File: src/design/pmf_pkg.sv
`default_nettype none

package pmf_pkg;

  localparam int NUM_PORTS  = 16;
  // Ports beyond the reach of a 4-bit port field never exist.
  localparam int PORT_LIMIT = (NUM_PORTS < 16) ? NUM_PORTS : 16;

  localparam int PORT_W    = 4;
  localparam int ID_W      = 16;
  localparam int ROW_W     = 16;
  localparam int ADDR_W    = 16;
  localparam int ROW_COUNT = 65536;

  localparam logic [PORT_W:0] PORT_LIMIT_V = (PORT_W + 1)'(PORT_LIMIT);
  localparam logic [ADDR_W-1:0] ADDR_MAX = ADDR_W'(ROW_COUNT - 1);

  // Request kinds on tuser
  localparam logic [1:0] REQ_CONNECT    = 2'd0;
  localparam logic [1:0] REQ_DISCONNECT = 2'd1;
  localparam logic [1:0] REQ_CLEAR      = 2'd2;
  localparam logic [1:0] REQ_FRAME      = 2'd3;

  localparam logic [ID_W-1:0] HDR_SUBSCRIBE   = 16'hFFFF;
  localparam logic [ID_W-1:0] HDR_UNSUBSCRIBE = 16'hFFFE;
  localparam logic [ID_W-1:0] ID_BROADCAST    = 16'h0000;

  localparam int FIFO_DEPTH = 4;
  localparam int FIFO_AW    = $clog2(FIFO_DEPTH);
  localparam int FIFO_CW    = $clog2(FIFO_DEPTH + 1);

  typedef enum logic [2:0] {
    OP_CONNECT,
    OP_DISCONNECT,
    OP_CLEAR,
    OP_SUBSCRIBE,
    OP_UNSUBSCRIBE,
    OP_DISPATCH
  } op_t;

  typedef struct packed {
    op_t               op;
    logic [PORT_W-1:0] port;
    logic [ID_W-1:0]   id;
  } cmd_t;

  typedef struct packed {
    logic [ID_W-1:0]   message_id;
    logic [PORT_W-1:0] from_port;
    logic [PORT_W-1:0] dest_port;
    logic              last;
  } result_t;

endpackage

`default_nettype wire

File: src/design/pmf_front.sv
`default_nettype none

module pmf_front (
  input  wire logic          clk,
  input  wire logic          rst,
  input  wire logic          s_tvalid,
  output logic               s_tready,
  input  wire logic [39:0]   s_tdata,
  input  wire logic [1:0]    s_tuser,
  input  wire logic          init_busy,
  output logic               cmd_valid,
  output pmf_pkg::cmd_t      cmd,
  input  wire logic          cmd_ready
);

  logic [pmf_pkg::PORT_W-1:0] src;
  logic [pmf_pkg::ID_W-1:0]   hdr;
  logic [pmf_pkg::ID_W-1:0]   opnd;
  logic                       port_ok;
  logic                       keep;
  pmf_pkg::cmd_t              cmd_next;

  assign src  = s_tdata[3:0];
  assign hdr  = s_tdata[19:4];
  assign opnd = s_tdata[35:20];

  assign port_ok  = {1'b0, src} < pmf_pkg::PORT_LIMIT_V;
  // drop requests from absent ports; clear all is taken from anyone
  assign keep     = (s_tuser == pmf_pkg::REQ_CLEAR) || port_ok;
  assign s_tready = !init_busy && (!cmd_valid || cmd_ready);

  always_comb begin
    cmd_next.port = src;
    cmd_next.id   = hdr;
    cmd_next.op   = pmf_pkg::OP_DISPATCH;
    unique case (s_tuser)
      pmf_pkg::REQ_CONNECT:    cmd_next.op = pmf_pkg::OP_CONNECT;
      pmf_pkg::REQ_DISCONNECT: cmd_next.op = pmf_pkg::OP_DISCONNECT;
      pmf_pkg::REQ_CLEAR:      cmd_next.op = pmf_pkg::OP_CLEAR;
      pmf_pkg::REQ_FRAME: begin
        if (hdr == pmf_pkg::HDR_SUBSCRIBE) begin
          cmd_next.op = pmf_pkg::OP_SUBSCRIBE;
          cmd_next.id = opnd;
        end else if (hdr == pmf_pkg::HDR_UNSUBSCRIBE) begin
          cmd_next.op = pmf_pkg::OP_UNSUBSCRIBE;
          cmd_next.id = opnd;
        end else begin
          cmd_next.op = pmf_pkg::OP_DISPATCH;
        end
      end
    endcase
  end

  always_ff @(posedge clk) begin
    if (rst) begin
      cmd_valid <= 1'b0;
    end else if (s_tvalid && s_tready) begin
      cmd_valid <= keep;
    end else if (cmd_ready) begin
      cmd_valid <= 1'b0;
    end
  end

  always_ff @(posedge clk) begin
    if (s_tvalid && s_tready) begin
      cmd <= cmd_next;
    end
  end

endmodule

`default_nettype wire

File: config.mk
export PLATFORM = sky130hd
export DESIGN_NAME = pmf_front
export DESIGN_NICKNAME = d
export VERILOG_FILES = /design/src/design/pmf_pkg.sv /design/src/design/pmf_front.sv
export SDC_FILE = /design/constraint.sdc
export NUM_CORES = 1
export LEC_CHECK = 0
export ABC_AREA = 1
export BUFFER_PORTS_ARGS = -buffer_cell sky130_fd_sc_hd__buf_2
export CAP_MARGIN = 15
export CORE_MARGIN = 10
export CORE_UTILIZATION = 30
export DETAILED_ROUTE_END_ITERATION = 16
export SETUP_SLACK_MARGIN = 0.4
export SLEW_MARGIN = 20
export SYNTH_ARGS = -nofsm -noshare
export SYNTH_HDL_FRONTEND = slang
export SYNTH_SLANG_ARGS = --single-unit
File: constraint.sdc
create_clock -name clk -period 3 [get_ports clk]
set_input_delay 0.6 -clock clk [delete_from_list [all_inputs] [get_ports clk]]
set_output_delay 0.6 -clock clk [all_outputs]
set_load 0.005 [all_outputs]
==> impl_metrics.json, run 1 <==
{
  "fin_crit_sh_pct": 60.40,
  "root_buffer": "clkbuf_8",
  "cp_top_family": "simple AND/OR/NAND/NOR gates",
  "min_path_cells": 1,
  "ys_warn_count": 0,
  "dr.pass1.iters": 2,
  "tritoncts": "built",
  "cp_data_required_time_ps": 3020,
  "tightest_slew_ps": 560.5,
  "r2r-start": "cmd_valid$_SDFFE_PP0P_",
  "fin_skew_ps": 3.285,
  "core_area_um2": 3442,
  "synthesis.nets": 156,
  "vias": 967,
  "syn_to_final_growth_pct": 39.61,
  "hold_buffers": 0,
  "cts_resized": 0,
  "critPathMaxStageDelay_ps": 450,
  "yosys-top-cells-area": "edfxtp_1 (63%), nand2_1 (15%), nand3_1 (7.3%)",
  "hold_path.startpoint": "s_tdata[0]",
  "drv_cap": 0,
  "status": "finished, final reports clean",
  "grt_first_pass_wirelength_um": 5064,
  "netlist_area_um2": 1096,
  "io_buffers": 67,
  "r2r-end": "cmd[10]$_DFFE_PP_",
  "layout_common_cells": "buf_2 (67), nand2_1 (45), edfxtp_1 (23)",
  "overflow": 0,
  "setup_viol": 0,
  "drt_wl_total_um": 3294,
  "final_common_cell": "buf_2",
  "reg2regPathDepth": 4,
  "cp.arrival_ps": 1830,
  "antenna_found_initial": 0,
  "synthCells": 109,
  "io_pins": 72,
  "hold_end": "cmd[16]$_DFFE_PP_",
  "synth_top_area_share_pct": 63.01,
  "fin_crit_ps": 1812,
  "syn_avg_cell_area_um2": 10.06,
  "max_slew_margin_pct": 62.59,
  "cp_num_buf_inv": 1,
  "critical_path.max_fanout": 17,
  "grt_pass1_vias": 1061,
  "diodes": 0,
  "finalSetupTns_ps": 0,
  "cpMaxStageDelayCell": "a21oi_4",
  "drv_slew": 0,
  "dp.cells": 220,
  "clkSlewWorstSetupHoldPaths_ps": 90,
  "die_x_um": 80.45,
  "crit_chain": "buf_2, nand2_1, nor2_2, nand2_1, a21oi_4, nand2_4, nand2_1, nand2_1",
  "hold_violations": 0,
  "drive_gt1_share_pct": 42.13,
  "via_per_inst": 4.317,
  "wl_per_cell_um": 14.71,
  "worst-setup-path-type": "in2reg",
  "clockBufferDepth": 2,
  "synth_cell_types": 17,
  "fp.dieH_um": 80.45,
  "p_leak_nw": 0.7353,
  "ant_nets": 0,
  "synth_seq_cells": 24,
  "stdcell_count": 224,
  "end_kind": "flop",
  "finish.utilization_pct": 44.46,
  "cp-start-kind": "input port",
  "drtIter0Drc": 53,
  "hold_path.class": "in2reg",
  "r2r_slack_ps": 1430,
  "htree_levels": 1,
  "drc": 0,
  "clock-sinks": 24,
  "rows": 21,
  "ys_seq_area_share_pct": 64.84,
  "power_density_nw_per_um2": 432.7,
  "grt_setup_unrepaired": "no",
  "grt_max_degree": 18,
  "max_freq_mhz": 551.9,
  "hpwl_um": 2726,
  "final_nets": 226,
  "clkLatencyLatePin_ps": 260,
  "yosysTopAreaCell": "edfxtp_1",
  "critPathMostFrequentCell": "nand2_1",
  "vdd_drop_max_mv": 0.1497,
  "place_congestion": 0.7665,
  "post-cts-setup-buffers": 0,
  "grt.total_usage_pct": 9.966,
  "initial_core_util_pct": 31.84,
  "dieArea_um2": 6471,
  "cts_buffers": 3
}
worst max-delay path by stage:
| stage | from | end | slack, ps | cells after the start |
|---|---|---|---|---|
| 6_report | s_tdata[11] | cmd[2]$_DFFE_PP_ | 1190 | 8 |
| 5_1_grt | s_tdata[17] | cmd[0]$_DFFE_PP_ | 1020 | 8 |
| 4_1_cts | s_tdata[11] | cmd[9]$_DFFE_PP_ | 1170 | 8 |
| 3_5_place_dp | s_tdata[11] | cmd[9]$_DFFE_PP_ | 870 | 8 |
| 3_3_place_gp | s_tdata[11] | cmd[12]$_DFFE_PP_ | 920 | 8 |
| 2_1_floorplan | cmd_ready | cmd[0]$_DFFE_PP_ | 950 | 2 |
cell usage after synthesis:
library cell,count
inv_1,4
buf_6,1
clkinv_1,1
edfxtp_1,23
o21a_1,1
nand2_1,45
nand2_4,1
a21oi_4,1
a21oi_1,1
o21bai_1,1
nand3_1,16
buf_4,1
nor2_2,1
dfxtp_1,1
nor3b_1,1
clkbuf_1,1
nor2_1,9
area by class of cell:
| cell class | instances | area [µm²] |
|---|---|---|
| clock inverters | 1 | 3.754 |
| fillers | 359 | 1912 |
| clock buffers | 3 | 41.29 |
| multi-input cells | 77 | 355.3 |
| flip-flops and latches | 24 | 710.7 |
| well taps | 46 | 57.56 |
| inverters | 5 | 18.77 |
| repair buffers | 68 | 342.8 |
worst reg2reg max path: stages (launching register included):
cell and delay [ps]:
dfxtp_1 320, inv_1 50, nor2_1 70, nor3b_4 500, buf_4 330
metal layers:
layer	global-route usage, %	share of wire, %	up-vias
li1	-	-	504
met1	9.915	37	423
met2	18.23	51	38
met3	4.120	10	2
met4	3.169	1.1	0
met5	0	0	-
through the flow:
| stage | power, W | hold slack (ps) | instance area, µm² | worst slack, ps |
|---|---|---|---|---|
| 2_1_floorplan | 0.0004230 | 600.4 | 1101 | 948.5 |
| 3_3_place_gp | 0.0004742 | 609.4 | 1485 | 920.4 |
| 3_5_place_dp | 0.0004777 | 647.9 | 1485 | 874.2 |
| 4_1_cts | 0.0006707 | 507.1 | 1530 | 1172 |
| 5_1_grt | 0.0006958 | 496.0 | 1530 | 1021 |
| 6_report | 0.0006621 | 509.0 | 1530 | 1188 |
report_power, final:
group | internal [W] | switching [W] | total (W) | leakage (nW)
registers | 0.000384 | 0.00000319 | 0.000387 | 0.223
logic | 0.0000388 | 0.0000416 | 0.0000804 | 0.489
clock network | 0.0000914 | 0.000103 | 0.000194 | 0.0231
total | 0.000514 | 0.000148 | 0.000662 | 0.735
sequential cells by signal, indices dropped and copies added, names as in the netlist:
| register | flops |
|---|---|
| cmd_valid | 1 |
| cmd | 23 |
logic make-up after synthesis:
| logic type | Yosys count | synth area share, % |
|---|---|---|
| AO/OA/AOI/OAI | 4 | 3.311 |
| flip-flops | 24 | 64.84 |
| AND/OR/NAND/NOR | 73 | 28.08 |
| buffers and inverters | 8 | 3.766 |
(Power assumes the default switching activity.)
==> run 2: changes to the inputs <==
- ABC_AREA: 1 -> 0
- clock period: 3 -> 1.63 ns (I/O delays scaled with it)
==> impl_metrics.json, run 2 <==
{
  "p_int_w": 0.001059,
  "hold_path.class": "in2reg",
  "io_pins": 72,
  "yosysTopAreaCell": "edfxtp_1",
  "hpwl_um": 2227,
  "synthTopCellsByCount": "edfxtp_1 (23), mux2_4 (10), mux2_2 (6), inv_1 (3), nand4_1 (3)",
  "ys_seq_area_share_pct": 67.14,
  "r2r_slack_ps": 450,
  "grt_pass1_vias": 969,
  "pwr-share-clk_pct": 33.3,
  "diodes": 0,
  "clkSlewWorstSetupHoldPaths_ps": 150,
  "largest_register_ffs": 23,
  "die_x_um": 79.40,
  "vias": 807,
  "layout_common_cells": "buf_2 (62), edfxtp_1 (23), mux2_4 (10)",
  "synth_top_area_share_pct": 65.25,
  "async_flop_share_pct": 0,
  "cp-start-kind": "input port",
  "critical_path.max_fanout": 8,
  "p_leak_nw": 0.7814,
  "fin_crit_sh_pct": 87.90,
  "grt_setup_unrepaired": "yes",
  "hold_violations": 0,
  "fin_skew_ps": 7.074,
  "r2r-start": "cmd_valid$_SDFFE_PP0P_",
  "power_density_nw_per_um2": 776.5,
  "synthCells": 58,
  "seq_power_share_pct": 53.6,
  "reg2regPathDepth": 5,
  "critPathMaxStageDelay_ps": 370,
  "r2r-end": "cmd[7]$_DFFE_PP_",
  "synth_edf_count": 23,
  "vdd_drop_max_mv": 0.3438,
  "place_congestion": 0.7090,
  "endpoint": "cmd[14]$_DFFE_PP_",
  "switchingPower_w": 0.0002702,
  "io_buffers": 67,
  "initial_core_util_pct": 31.47,
  "max_flop_register": "cmd",
  "cpMaxStageDelayCell": "nor4_4",
  "dr_wl_met2_um": 1429,
  "p_sw_share_pct": 20.33,
  "fp.dieH_um": 79.40,
  "synth_cell_types": 17,
  "grt_max_degree": 17,
  "synthesis.nets": 105,
  "max_freq_mhz": 698.0,
  "yosysMostFrequentCell": "edfxtp_1",
  "wl_met3_um": 391,
  "final_nets": 187,
  "tightest_slew_ps": 312.0,
  "cts_buffers": 3,
  "fin_crit_ps": 1433,
  "cp.arrival_ps": 1530,
  "finalSetupTns_ps": 0,
  "p_comb_share_pct": 13.1,
  "end_kind": "flop",
  "yosys-top-cells-area": "edfxtp_1 (65%), mux2_4 (14%), mux2_2 (6.4%)",
  "worst-setup-path-type": "in2reg",
  "grt.total_usage_pct": 8.649,
  "syn_avg_cell_area_um2": 18.25,
  "root_buffer": "clkbuf_4",
  "drive_gt1_share_pct": 78.42,
  "tritoncts": "built",
  "drtIter0Drc": 30,
  "drt-met1-wl_um": 1045,
  "drt_wl_total_um": 2894,
  "ys.flop_type": "edfxtp_1",
  "cp_data_required_time_ps": 1730,
  "grt_first_pass_wirelength_um": 4305,
  "antenna_found_initial": 0,
  "htree_levels": 1,
  "crit_chain": "buf_6, nand4_1, nor4_4, nand3_4, clkbuf_16, mux2_4",
  "via_per_inst": 4.362,
  "netlist_area_um2": 1059,
  "rows": 21,
  "min_path_cells": 2,
  "overflow": 0,
  "top_regs": "cmd x23, cmd_valid x1",
  "wl_per_cell_um": 15.64,
  "n_fill_cell": 322,
  "status": "finished, final reports clean",
  "clock-sinks": 24,
  "top_layer_used": "met4",
  "dieArea_um2": 6304,
  "final_common_cell": "buf_2",
  "ys_warn_count": 0,
  "setup_viol": 0,
  "max_slew_margin_pct": 79.05,
  "dr.pass1.iters": 4,
  "drc": 0,
  "clkLatencyLatePin_ps": 320,
  "ant_nets": 0,
  "clockBufferDepth": 2,
  "synth_seq_cells": 24,
  "cp-startpoint": "s_tdata[8]",
  "drv_cap": 0,
  "core_area_um2": 3363,
  "syn_to_final_growth_pct": 61.70,
  "drv_slew": 0,
  "hold_slack_ps": 130.3
}
run 2: changes by cell type in the layout (fill, tap and decap cells not counted), sizes merged, moves of 2 or more:
cell,previous run,this run
mux2,0,16
buf,68,75
clkinvlp,0,3
nand3,16,2
nor2,10,0
inv,4,2
clkinv,2,0
nand4,0,3
nand2,46,2
run 2: critical path, delay by kind of cell:
kind,cells,cell delay (ps)
buf+inv,2,260
mux,1,290
simple gates,3,650
run 2: stage by stage:
stage                     cell area [µm²]  std cells  util, %  total power (W)  setup WS, ps
final                                1712        185    50.89         0.001329         197.3
after CTS                            1608        183    47.81         0.001329         209.4
after detailed placement             1511        175    44.94        0.0008788        -184.9
after global routing                 1712        185    50.89         0.001379         158.3
after global placement               1511        175    44.94        0.0008738        -163.6
after floorplan                      1080         58        -        0.0007806        -51.22
run 2: worst min path at each step:
stage                           startpoint                     end
detailed placement                     rst  cmd_valid$_SDFFE_PP0P_
CTS                                    rst  cmd_valid$_SDFFE_PP0P_
floorplan                              rst  cmd_valid$_SDFFE_PP0P_
global route                           rst  cmd_valid$_SDFFE_PP0P_
global placement    cmd_valid$_SDFFE_PP0P_  cmd_valid$_SDFFE_PP0P_
finish                                 rst  cmd_valid$_SDFFE_PP0P_
run 2: cell type report:
| type | instances | area (µm²) | area share, % |
|---|---|---|---|
| sequential | 24 | 711.9 | 41.59 |
| timing repair buffer | 76 | 484.2 | 28.29 |
| multi-input combinational | 30 | 375.4 | 21.93 |
| tap | 46 | 57.56 | 3.363 |
| clock inverter | 1 | 30.03 | 1.754 |
| clock buffer | 3 | 22.52 | 1.316 |
| inverter | 3 | 15.01 | 0.8772 |
| timing repair inverter | 2 | 15.01 | 0.8772 |
run 2: logic make-up after synthesis:
logic type	count (synthesis)	synth area share (%)
buffers and inverters	4	2.128
multiplexers	16	20.57
flip-flops	24	67.14
AND/OR/NAND/NOR	11	8.394
AO/OA/AOI/OAI	3	1.773
run 2: timing repair:
| action | in CTS | in global routing |
|---|---|---|
| endpoints found under the hold margin | 0 | 0 |
| pin swaps | 1 | 5 |
| setup buffers | 2 | 1 |
| resized for setup | 3 | 13 |
| hold buffers | 0 | 0 |
| gates cloned | 2 | 1 |
| setup endpoints to repair | 40 | 40 |
run 2: layer usage:
layer	vias to the layer above	global-route usage, %
li1	391	-
met1	368	8.085
met2	44	14.60
met3	4	6.306
met4	0	2.688
met5	-	0
run 2: power by group through the flow:
stage | sequential, W | combinational (W) | clock (W)
after global routing | 0.000716 | 0.000191 | 0.000472
after floorplan | 0.000732 | 0.0000485 | 0
after CTS | 0.000714 | 0.000162 | 0.000454
after detailed placement | 0.000728 | 0.000151 | 0
after global placement | 0.000727 | 0.000147 | 0
final | 0.000713 | 0.000174 | 0.000443
