==> src/design/pmf_pkg.sv <==
`default_nettype none

package pmf_pkg;

  localparam int NUM_PORTS  = 16;
  // Ports beyond the reach of a 4-bit port field never exist.
  localparam int PORT_LIMIT = (NUM_PORTS < 16) ? NUM_PORTS : 16;

  localparam int PORT_W    = 4;
  localparam int ID_W      = 16;
  localparam int ROW_W     = 16;
  localparam int ADDR_W    = 16;
  localparam int ROW_COUNT = 65536;

  localparam logic [PORT_W:0] PORT_LIMIT_V = (PORT_W + 1)'(PORT_LIMIT);
  localparam logic [ADDR_W-1:0] ADDR_MAX = ADDR_W'(ROW_COUNT - 1);

  // Request kinds on tuser
  localparam logic [1:0] REQ_CONNECT    = 2'd0;
  localparam logic [1:0] REQ_DISCONNECT = 2'd1;
  localparam logic [1:0] REQ_CLEAR      = 2'd2;
  localparam logic [1:0] REQ_FRAME      = 2'd3;

  localparam logic [ID_W-1:0] HDR_SUBSCRIBE   = 16'hFFFF;
  localparam logic [ID_W-1:0] HDR_UNSUBSCRIBE = 16'hFFFE;
  localparam logic [ID_W-1:0] ID_BROADCAST    = 16'h0000;

  localparam int FIFO_DEPTH = 4;
  localparam int FIFO_AW    = $clog2(FIFO_DEPTH);
  localparam int FIFO_CW    = $clog2(FIFO_DEPTH + 1);

  typedef enum logic [2:0] {
    OP_CONNECT,
    OP_DISCONNECT,
    OP_CLEAR,
    OP_SUBSCRIBE,
    OP_UNSUBSCRIBE,
    OP_DISPATCH
  } op_t;

  typedef struct packed {
    op_t               op;
    logic [PORT_W-1:0] port;
    logic [ID_W-1:0]   id;
  } cmd_t;

  typedef struct packed {
    logic [ID_W-1:0]   message_id;
    logic [PORT_W-1:0] from_port;
    logic [PORT_W-1:0] dest_port;
    logic              last;
  } result_t;

endpackage

`default_nettype wire

==> src/design/pmf_cmd_fifo.sv <==
`default_nettype none

module pmf_cmd_fifo (
  input  wire logic      clk,
  input  wire logic      rst,
  input  wire logic      push,
  input  wire pmf_pkg::cmd_t push_cmd,
  output logic           not_full,
  input  wire logic      pop,
  output pmf_pkg::cmd_t  head,
  output logic           not_empty
);

  pmf_pkg::cmd_t                 slots [pmf_pkg::FIFO_DEPTH];
  logic [pmf_pkg::FIFO_AW-1:0]   wr_ptr;
  logic [pmf_pkg::FIFO_AW-1:0]   rd_ptr;
  logic [pmf_pkg::FIFO_CW-1:0]   count;
  logic                          do_push;

  localparam logic [pmf_pkg::FIFO_AW-1:0] PTR_LAST =
    pmf_pkg::FIFO_AW'(pmf_pkg::FIFO_DEPTH - 1);
  localparam logic [pmf_pkg::FIFO_CW-1:0] COUNT_FULL =
    pmf_pkg::FIFO_CW'(pmf_pkg::FIFO_DEPTH);

  assign not_full  = count != COUNT_FULL;
  assign not_empty = count != '0;
  assign head      = slots[rd_ptr];
  assign do_push   = push && not_full;

  always_ff @(posedge clk) begin
    if (rst) begin
      wr_ptr <= '0;
      rd_ptr <= '0;
      count  <= '0;
    end else begin
      if (do_push) begin
        wr_ptr <= (wr_ptr == PTR_LAST) ? '0 : wr_ptr + 1'b1;
      end
      if (pop) begin
        rd_ptr <= (rd_ptr == PTR_LAST) ? '0 : rd_ptr + 1'b1;
      end
      if (do_push && !pop) begin
        count <= count + 1'b1;
      end else if (pop && !do_push) begin
        count <= count - 1'b1;
      end
    end
  end

  always_ff @(posedge clk) begin
    if (do_push) begin
      slots[wr_ptr] <= push_cmd;
    end
  end

`ifndef SYNTHESIS
  a_no_pop_empty: assert property (@(posedge clk) disable iff (rst)
    pop |-> not_empty)
    else $error("command queue popped while empty");
`endif

endmodule

`default_nettype wire

==> config.mk <==
export PLATFORM = sky130hd
export DESIGN_NAME = pmf_cmd_fifo
export DESIGN_NICKNAME = d
export VERILOG_FILES = /design/src/design/pmf_pkg.sv /design/src/design/pmf_cmd_fifo.sv
export SDC_FILE = /design/constraint.sdc
export NUM_CORES = 1
export LEC_CHECK = 0
export ABC_AREA = 1
export BUFFER_PORTS_ARGS = -buffer_cell sky130_fd_sc_hd__buf_2
export CELL_PAD_IN_SITES_DETAIL_PLACEMENT = 2
export CELL_PAD_IN_SITES_GLOBAL_PLACEMENT = 2
export CORE_UTILIZATION = 42
export DETAILED_ROUTE_END_ITERATION = 6
export HOLD_SLACK_MARGIN = 0.08
export PLACE_DENSITY_LB_ADDON = 0.1
export SETUP_SLACK_MARGIN = 0.5
export SKIP_CTS_REPAIR_TIMING = 1
export SLEW_MARGIN = 20
export SYNTH_ARGS = -nofsm -noshare
export SYNTH_HDL_FRONTEND = slang
export SYNTH_SLANG_ARGS = --single-unit
==> constraint.sdc <==
create_clock -name clk -period 4.1 [get_ports clk]
set_input_delay 0.205 -clock clk [delete_from_list [all_inputs] [get_ports clk]]
set_output_delay 0.205 -clock clk [all_outputs]
set_load 0.01 [all_outputs]
==> flow_summary.ini, run 1 <==
[setup_path]
rr_endpoint = slots[1][7]$_DFFE_PP_
critical_path_slowest_stage_cell = sky130_fd_sc_hd__dfxtp_1
worst_r2r_startpoint = count[1]$_SDFFE_PP0P_
cp_slowest_stage_delay_ns = 0.93
critical_path.cell_chain = inv_2, o21ai_1, o22ai_1, buf_2
regToRegSetupSlack_ns = 2.06
timing.critical_path.from_type = flip-flop
worst-path-max-fanout = 24
setup.worst_path.end_class = output port
reg2regPathDepth = 5
cp_data_required_time_ns = 3.89
startpoint_to_endpoint_class_of_the_critical_path = flip-flop to output port
critical_path_data_arrival_time_ns = 2.27

[cts]
cts_tree = done
tritoncts_num_sinks = 101
numCtsBuffers = 9
cts_root_buf = sky130_fd_sc_hd__clkbuf_8
worstSkewPairLatency_ns = 0.36
cts_max_level = 3
clock_tree.buffer_depth = 2
clock_pin_slew_on_the_worst_setup_and_hold_paths_ns = 0.10

[timing]
slew_violations = 0
setup_repair_after_global_routing_missed_its_margin = no
clock.fmax_ghz = 0.4037
slew_headroom_pct = 38.58
final_min_period_over_clock_period_pct = 60.42
clock_skew_ns = 0.009013
tightestPinTransition_ns = 0.9213
timing_hold_violations_final = 0
finalCriticalPeriod_ns = 2.477
timing.setup.tns_ns = 0
setup_viol = 0

[floorplanning]
die-area_mm2 = 0.009702
pin_count = 52
die_width_um = 98.50
die_h_um = 98.50
num_rows = 34
core_region_area_mm2 = 0.008848
floorplan.initialDensity_pct = 44.20

[global_routing]
globalRoute.totalOverflow = 0
grt_max_degree = 48
grt_antenna_before_repair = 0
track_usage_pct = 21.71
first_pass_grt_wire_length_mm = 15.29
first_global_vias = 2774

[routing]
vias_per_cell = 5.312
dr.pass1.iters = 6
wl_mm = 10.29
drtAntennaViolNets = 0
drt_iter0_drc = 100
avgRoutedWirePerCell_um = 21.99
drc = 0
dr_total_vias = 2486

[flow_run]
maxCapViolations = 0

[place]
detailed_place_hpwl_mm = 6.650
number_of_i_o_port_buffers = 51
gp_routability_congestion = 0.7141
post_dp_cell_area_mm2 = 0.004237

[cells_and_area]
post-route-cell-area_mm2 = 0.004609
layout.filler_cells = 883
layout-drive-gt1-share_pct = 21.94
finalNetCount = 390
area_growth_syn_to_layout_pct = 17.85
mostFrequentLayoutCells = 92 x sky130_fd_sc_hd__edfxtp_1, 58 x sky130_fd_sc_hd__nor2_1, 51 x sky130_fd_sc_hd__buf_2
insertedDiodeCount = 0
mostFrequentLayoutCell = sky130_fd_sc_hd__edfxtp_1

[hold_path]
timing.hold.worst_path_depth = 1
hp-start = push_cmd[22]
hold_class = primary input to flip-flop
min_to = slots[3][22]$_DFFE_PP_

[synth]
synth.distinct_cells = 23
most_used_flip_flop_cell_after_synthesis = sky130_fd_sc_hd__edfxtp_1
postSynthRegisterBits = 101
syn-mean-instance-area_um2 = 13.63
mappedNetlistArea_mm2 = 0.003911
number_of_warnings_issued_by_yosys = 0
synth_sequential_area_ratio_pct = 75.24
edff_count_synth = 92
synth.top_cells.by_area = sky130_fd_sc_hd__edfxtp_1 71%, sky130_fd_sc_hd__nor2_1 6.0%, sky130_fd_sc_hd__dfxtp_1 4.6%
total_nets_after_synthesis = 321
synth_top_area_share_pct = 70.63
post_synth_inst_count = 287
yosysTopAreaCell = sky130_fd_sc_hd__edfxtp_1
synth_async_sr_flop_share_pct = 0

[run_status]
run_status = finished, final reports clean

[power_and_ir_drop]
power_density_mw_per_mm2 = 494.0
peak_vdd_ir_uv = 215.4
leakage_nw = 1.678
-- worst max-delay path by stage --
stage	startpoint	end	slack [ns]	depth (start not counted)
after detailed placement	flip-flop	head[13]	1.95	4
after global placement	flip-flop	head[2]	2.03	4
after floorplan	count[0]$_SDFFE_PP0P_	slots[3][0]$_DFFE_PP_	2.04	4
final	flip-flop	head[13]	1.62	4
after global routing	flip-flop	head[13]	1.47	4
after CTS	flip-flop	head[13]	1.53	4
-- logic make-up (layout without fill, tap and decap cells) --
| group | after synthesis | count (layout) | share of synthesized area (%) |
|---|---|---|---|
| buffers and inverters | 29 | 102 | 4.382 |
| flip-flops | 101 | 101 | 75.24 |
| adder cells (fa/ha/maj) | 7 | 7 | 2.431 |
| XOR/XNOR | 1 | 1 | 0.2240 |
| AND/OR/NAND/NOR | 76 | 76 | 7.645 |
| AO/OA/AOI/OAI | 73 | 73 | 10.08 |
-- through the flow --
stage          utilization [%]  worst slack (ns)  total power [mW]  hold slack, ns  std cells
5_1_grt                  52.09             1.472             2.367         0.07497        468
4_1_cts                  50.28             1.531             2.287         0.01443        452
2_1_floorplan                -             2.043             1.464          0.2774        287
6_report                 52.09             1.623             2.277         0.08255        468
3_3_place_gp             47.88             2.027             1.583          0.4098        437
3_5_place_dp             47.88             1.952             1.613          0.4118        437
-- metal layers --
layer | vias to the layer above | part of all wire [%] | global-route usage, %
met5 | - | 0 | 0
met4 | 0 | 1.1 | 7.463
met3 | 10 | 2.6 | 4.255
met2 | 47 | 55 | 39.87
met1 | 1256 | 41 | 25.41
li1 | 1173 | - | -
-- worst max-delay path, delay by kind of cell, from the launching register on --
kind | cells | cell delay (ns)
flip-flops | 1 | 0.93
buffers and inverters | 2 | 0.61
AO/OA/AOI/OAI | 2 | 0.38
-- cell usage after synthesis, types with 2 or more instances --
library cell and count:
sky130_fd_sc_hd__o21ai_0 30, sky130_fd_sc_hd__edfxtp_1 92, sky130_fd_sc_hd__a21oi_1 2, sky130_fd_sc_hd__nand2_1 8
sky130_fd_sc_hd__buf_6 6, sky130_fd_sc_hd__inv_1 14, sky130_fd_sc_hd__nand2_2 2, sky130_fd_sc_hd__nor2_1 62
sky130_fd_sc_hd__o21ai_1 18, sky130_fd_sc_hd__ha_1 6, sky130_fd_sc_hd__o22ai_1 23, sky130_fd_sc_hd__buf_4 2
sky130_fd_sc_hd__buf_2 4, sky130_fd_sc_hd__dfxtp_1 9
-- power by group --
part           leakage [nW]  switching (mW)  internal (mW)  total [mW]
combinational         0.659           0.215          0.118       0.333
clock                 0.101           0.336          0.340       0.676
sequential            0.918          0.0518           1.22        1.27
total                  1.68           0.603           1.67        2.28
-- registers in the layout (all words and copies together), names as in the netlist, named ones only --
register / cells
slots: 92
count: 3
wr_ptr: 2
rd_ptr: 2
-- area by class of cell --
class | count | area, um^2 | area share, %
Clock inverter | 6 | 88.84 | 1.927
Clock buffer | 9 | 123.9 | 2.687
Multi-Input combinational cell | 157 | 807.0 | 17.51
Timing Repair Buffer | 71 | 445.4 | 9.663
Inverter | 16 | 65.06 | 1.412
Tap cell | 108 | 135.1 | 2.932
Sequential cell | 101 | 2944 | 63.87
Note: power is estimated with default switching activity, not from simulation.
==> inputs of run 2 (changes only) <==
Settings changed: ABC_AREA 1 to 0, CORE_UTILIZATION 42 to 39.
Clock period 4.1 ns to 2.14 ns, I/O delays scaled along.
==> run 2 against run 1 <==
Compared with the run above:
- setup slack got worse by 1.4 ns
- register-to-register slack got worse by 1.9 ns
- synthesized cell count fell by 41%
- largest cell class unchanged
- sequential share of layout area fell by 3.3 points
- utilization rose by 0.14 points
- synthesized area fell by 2.9%
- die area rose by 4.4%
- cell count fell by 17%
- hold slack improved by 0.010 ns
- combinational power rose to 2.5 times the previous value
==> flow_summary.ini, run 2 <==
[power_and_ir_drop]
leakage_nw = 1.689
power_density_mw_per_mm2 = 931.0
peak_vdd_ir_uv = 473.8
report.power.total_mw = 4.536

[timing]
final_min_period_over_clock_period_pct = 91.34
final.setup.worst_slack_ns = 0.1854
clock.fmax_ghz = 0.5116
clock_skew_ns = 0.01071
timing.setup.tns_ns = 0
setup_viol = 0
slew_violations = 0
setup_repair_after_global_routing_missed_its_margin = yes
tightestPinTransition_ns = 0.6498
finalCriticalPeriod_ns = 1.955
timing_hold_violations_final = 0
slew_headroom_pct = 56.68

[synth]
mappedNetlistArea_mm2 = 0.003796
total_nets_after_synthesis = 202
ys_top_cells_by_count = 92 x sky130_fd_sc_hd__edfxtp_1, 23 x sky130_fd_sc_hd__mux4_2, 9 x sky130_fd_sc_hd__dfxtp_1
edff_count_synth = 92
number_of_warnings_issued_by_yosys = 0
most_frequently_used_cell_type_in_the_post_synthesis_netlist = sky130_fd_sc_hd__edfxtp_1
syn-mean-instance-area_um2 = 22.60
post_synth_inst_count = 168
synth.distinct_cells = 25
synth_top_area_share_pct = 72.78
synth_async_sr_flop_share_pct = 0
synth.top_cells.by_area = sky130_fd_sc_hd__edfxtp_1 73%, sky130_fd_sc_hd__mux4_2 14%, sky130_fd_sc_hd__dfxtp_1 4.7%
postSynthRegisterBits = 101
most_used_flip_flop_cell_after_synthesis = sky130_fd_sc_hd__edfxtp_1
synth_sequential_area_ratio_pct = 77.52
yosysTopAreaCell = sky130_fd_sc_hd__edfxtp_1

[hold_path]
hold_class = primary input to flip-flop
timing.hold.worst_path_depth = 3

[cells_and_area]
top_register = slots
finalNetCount = 290
layout-drive-gt1-share_pct = 44.83
insertedDiodeCount = 0
area_growth_syn_to_layout_pct = 28.35
largest_register_ffs = 92
mostFrequentLayoutCell = sky130_fd_sc_hd__edfxtp_1
mostFrequentLayoutCells = 92 x sky130_fd_sc_hd__edfxtp_1, 35 x sky130_fd_sc_hd__buf_2, 24 x sky130_fd_sc_hd__dlygate4sd3_1
layout_top_registers = slots (92), count (3)
fin_util_pct = 52.23
fin_cells = 390

[global_routing]
first_global_vias = 2039
grt_antenna_before_repair = 0
globalRoute.totalOverflow = 0
track_usage_pct = 15.76
grt_max_degree = 24
first_pass_grt_wire_length_mm = 11.39

[setup_path]
reg2regPathDepth = 8
cp_data_required_time_ns = 2.43
setup.worst_path.end_class = flip-flop
critical_path_data_arrival_time_ns = 2.25
timing.critical_path.from_type = flip-flop
startpoint_to_endpoint_class_of_the_critical_path = flip-flop to flip-flop
worst-path-max-fanout = 4

[routing]
dr_total_vias = 1917
drt_iter0_drc = 73
drtAntennaViolNets = 0
drc = 0
wl_mm = 7.990
dr.pass1.iters = 4
avgRoutedWirePerCell_um = 20.49
vias_per_cell = 4.915

[floorplanning]
floorplan.initialDensity_pct = 40.70
num_rows = 35
pin_count = 52
core_region_area_mm2 = 0.009328
die-area_mm2 = 0.01013
die_h_um = 100.7
die_width_um = 100.7

[run_status]
run_status = finished, final reports clean

[place]
numPlacedInstances = 344
number_of_i_o_port_buffers = 51
detailed_place_hpwl_mm = 4.781
placement.setup.worst_slack_ns = 0.1834
gp_routability_congestion = 0.6836

[cts]
cts_max_level = 3
worstSkewPairLatency_ns = 0.35
tritoncts_num_sinks = 101
cts_root_buf = sky130_fd_sc_hd__clkbuf_8
numCtsBuffers = 9
clock_tree.buffer_depth = 2
clock_pin_slew_on_the_worst_setup_and_hold_paths_ns = 0.10
cts_tree = done

[flow_run]
maxCapViolations = 0
run 2: per-layer routing:
metal	GRT usage (%)	part of all wire (%)	up-vias
met2	28.13	55	43
met5	0	0	-
li1	-	-	857
met4	5.017	0.69	0
met1	18.81	42	1012
met3	3.814	2.6	5
run 2: cell type report:
class / count / area (um^2)
sequential: 101 / 2953
timing repair buffer: 84 / 708.2
clock buffer: 9 / 123.9
inverter: 4 / 15.01
tap: 129 / 161.4
fill: 807 / 4456
clock inverter: 7 / 82.58
multi-input combinational: 56 / 828.3
run 2: through the flow:
stage	hold WS, ns	cell area [um^2]
2_1_floorplan	0.2059	3817
3_3_place_gp	0.3163	4228
3_5_place_dp	0.3315	4228
4_1_cts	-0.05818	4434
5_1_grt	0.1031	4872
6_report	0.09262	4872
run 2: worst paths after layout:
check                                            from                endpoint  slack, ns
worst max-delay path            count[0]$_SDFFE_PP0P_   count[2]$_SDFFE_PP0P_       0.19
worst min-delay path                              pop  rd_ptr[1]$_SDFFE_PP0P_       0.09
worst max register to register  count[0]$_SDFFE_PP0P_   count[2]$_SDFFE_PP0P_       0.19
worst min register to register  count[2]$_SDFFE_PP0P_   count[2]$_SDFFE_PP0P_       0.53
run 2: logic make-up after synthesis:
family          share of synthesized area [%]
xor+xnor                               0.4615
fa+ha+maj                               2.505
buf+inv                                 1.516
compound gates                         0.7249
mux                                     14.44
flops                                   77.52
simple gates                            2.834
run 2: power by group:
group          total [mW]  leakage, nW  internal, mW  switching [mW]
clock network        1.25       0.0980         0.557           0.690
logic               0.840        0.672         0.441           0.399
registers            2.45        0.919          2.37          0.0774
total                4.54         1.69          3.37            1.17
run 2: critical path, cell delays in order (launching register included):
cell and delay, ns:
sky130_fd_sc_hd__dfxtp_4 0.38, sky130_fd_sc_hd__or3b_4 0.37, sky130_fd_sc_hd__and2_4 0.17, sky130_fd_sc_hd__ha_4 0.16
sky130_fd_sc_hd__inv_2 0.06, sky130_fd_sc_hd__fa_2 0.22, sky130_fd_sc_hd__xor2_2 0.07, sky130_fd_sc_hd__or3_4 0.33
sky130_fd_sc_hd__a21oi_2 0.14
==> inputs of run 3 (changes only) <==
Settings changed: CORE_MARGIN set to 2, PLACE_DENSITY set to 0.75, PLACE_DENSITY_LB_ADDON 0.1 to not set.
==> run 3 against run 2 <==
Compared with the run above:
- routed wire length rose by 0.25%
- clock power rose by 3%
- largest cell class unchanged
- combinational power rose by 4.5%
- sequential share of layout area fell by 0.60 points
- utilization fell by 0.90 points
- register-to-register slack got worse by 0.04 ns
- die area rose by 4.0%
- hold slack improved by 0.035 ns
- non-clock buffer count rose by 3
- highest routed layer unchanged
- critical path depth did not move
- global-route usage fell by 0.42 points
- via count fell by 0.52%
==> flow_summary.ini, run 3 (synthesis results as in run 2) <==
[run_status]
run_status = finished, final reports clean

[timing]
final_min_period_over_clock_period_pct = 92.98
slew_headroom_pct = 56.29
final.setup.worst_slack_ns = 0.1501
finalCriticalPeriod_ns = 1.990
clock_skew_ns = 0.007335
timing.setup.tns_ns = 0
tightestPinTransition_ns = 0.6556
setup_viol = 0
slew_violations = 0
clock.fmax_ghz = 0.5025
timing_hold_violations_final = 0
setup_repair_after_global_routing_missed_its_margin = yes

[place]
gp_routability_congestion = 0.6813
numPlacedInstances = 347
detailed_place_hpwl_mm = 4.994
placement.setup.worst_slack_ns = 0.08530
number_of_i_o_port_buffers = 51

[routing]
drt_iter0_drc = 67
avgRoutedWirePerCell_um = 20.18
drc = 0
dr.pass1.iters = 4
wl_mm = 8.010
vias_per_cell = 4.804
dr_total_vias = 1907
drtAntennaViolNets = 0

[cts]
clock_pin_slew_on_the_worst_setup_and_hold_paths_ns = 0.09
numCtsBuffers = 9
worstSkewPairLatency_ns = 0.35
cts_tree = done
cts_max_level = 3
tritoncts_num_sinks = 101
cts_root_buf = sky130_fd_sc_hd__clkbuf_8
clock_tree.buffer_depth = 2

[setup_path]
timing.critical_path.from_type = flip-flop
worst_r2r_startpoint = count[0]$_SDFFE_PP0P_
worst-path-max-fanout = 7
cp_top_family = simple AND/OR/NAND/NOR gates
timing.critical_path.buf_inv = 1
critical_path_data_arrival_time_ns = 2.27
startpoint_to_endpoint_class_of_the_critical_path = flip-flop to flip-flop
reg2regPathDepth = 8
rr_endpoint = count[2]$_SDFFE_PP0P_
critical_path_slowest_stage_cell = sky130_fd_sc_hd__or3b_4
setup.worst_path.end_class = flip-flop
regToRegSetupSlack_ns = 0.15
cp_data_required_time_ns = 2.42
critical_path.cell_chain = or3b_4, and2_4, ha_4, inv_2, fa_2, xor2_2, or3_4, a21oi_2
cp_slowest_stage_delay_ns = 0.42

[cells_and_area]
insertedDiodeCount = 0
fin_util_pct = 51.33
finalNetCount = 293
largest_register_ffs = 92
mostFrequentLayoutCells = 92 x sky130_fd_sc_hd__edfxtp_1, 34 x sky130_fd_sc_hd__buf_2, 25 x sky130_fd_sc_hd__dlygate4sd3_1
fin_cells = 397
top_register = slots
area_growth_syn_to_layout_pct = 29.73
layout_top_registers = slots (92), count (3)
layout.filler_cells = 856
mostFrequentLayoutCell = sky130_fd_sc_hd__edfxtp_1
layout-drive-gt1-share_pct = 44.32

[power_and_ir_drop]
report.power.total_mw = 4.601
peak_vdd_ir_uv = 410.3
power_density_mw_per_mm2 = 934.3
leakage_nw = 1.714

[hold_path]
hp-start = pop
hold_class = primary input to flip-flop
timing.hold.worst_path_depth = 3

[floorplanning]
die_h_um = 102.7
floorplan.initialDensity_pct = 39.57
num_rows = 36
die-area_mm2 = 0.01054
die_width_um = 102.7
core_region_area_mm2 = 0.009594
pin_count = 52

[global_routing]
grt_max_degree = 24
first_global_vias = 1986
first_pass_grt_wire_length_mm = 11.39
globalRoute.totalOverflow = 0
track_usage_pct = 15.34
grt_antenna_before_repair = 0

[flow_run]
maxCapViolations = 0
## run 3: cell types whose count changed in the layout (fill, tap and decap cells not counted), sizes merged
| cell | change |
|---|---|
| buf | +2 |
| clkbuf | +2 |
| inv | -2 |
| bufinv | +1 |
| clkinvlp | -1 |
| dlygate4sd3 | +1 |
## run 3: worst reg2reg max path: cells and delay by family (launching register included)
family	cells	cell delay, ns
flops	1	0.37
simple gates	3	0.93
compound gates	1	0.14
fa+ha+maj	2	0.36
xor+xnor	1	0.07
buf+inv	1	0.06
## run 3: final cells by class
cell class / instances / area, um^2 / area share, %
clock buffer: 11 / 131.4 / 2.668
clock inverter: 5 / 85.08 / 1.728
inverter: 4 / 15.01 / 0.3049
multi-input combinational: 56 / 828.3 / 16.82
sequential: 101 / 2955 / 60.01
tap: 133 / 166.4 / 3.379
timing repair buffer: 87 / 743.2 / 15.09
## run 3: worst max path at each step
stage	from	to	slack (ns)	depth (start not counted)
after floorplan	count[0]$_SDFFE_PP0P_	count[2]$_SDFFE_PP0P_	0.20	9
after global placement	count[2]$_SDFFE_PP0P_	count[2]$_SDFFE_PP0P_	0.16	8
after detailed placement	count[2]$_SDFFE_PP0P_	count[2]$_SDFFE_PP0P_	0.09	8
after CTS	count[0]$_SDFFE_PP0P_	count[2]$_SDFFE_PP0P_	0.05	8
after global routing	count[2]$_SDFFE_PP0P_	count[2]$_SDFFE_PP0P_	0.08	8
final	count[0]$_SDFFE_PP0P_	count[2]$_SDFFE_PP0P_	0.15	8
## run 3: power by group
| group | switching, mW | internal, mW | leakage (nW) |
|---|---|---|---|
| sequential | 0.0650 | 2.37 | 0.920 |
| combinational | 0.418 | 0.460 | 0.691 |
| clock | 0.622 | 0.664 | 0.104 |
## run 3: routing by layer
| metal | wire length [um] | vias to the layer above | share of wire, % | global-route usage, % |
|---|---|---|---|---|
| li1 | - | 863 | - | - |
| met1 | 3319 | 994 | 41 | 19.04 |
| met2 | 4294 | 44 | 54 | 26.65 |
| met3 | 323 | 6 | 4.0 | 3.864 |
| met4 | 74 | 0 | 0.92 | 4.615 |
| met5 | 0 | - | 0 | 0 |
## run 3: through the flow
step | hold slack, ns | area [um^2]
final | 0.1274 | 4925
after global routing | 0.1156 | 4925
after CTS | -0.05586 | 4442
after detailed placement | 0.3290 | 4225
after global placement | 0.3253 | 4225
after floorplan | 0.2059 | 3817
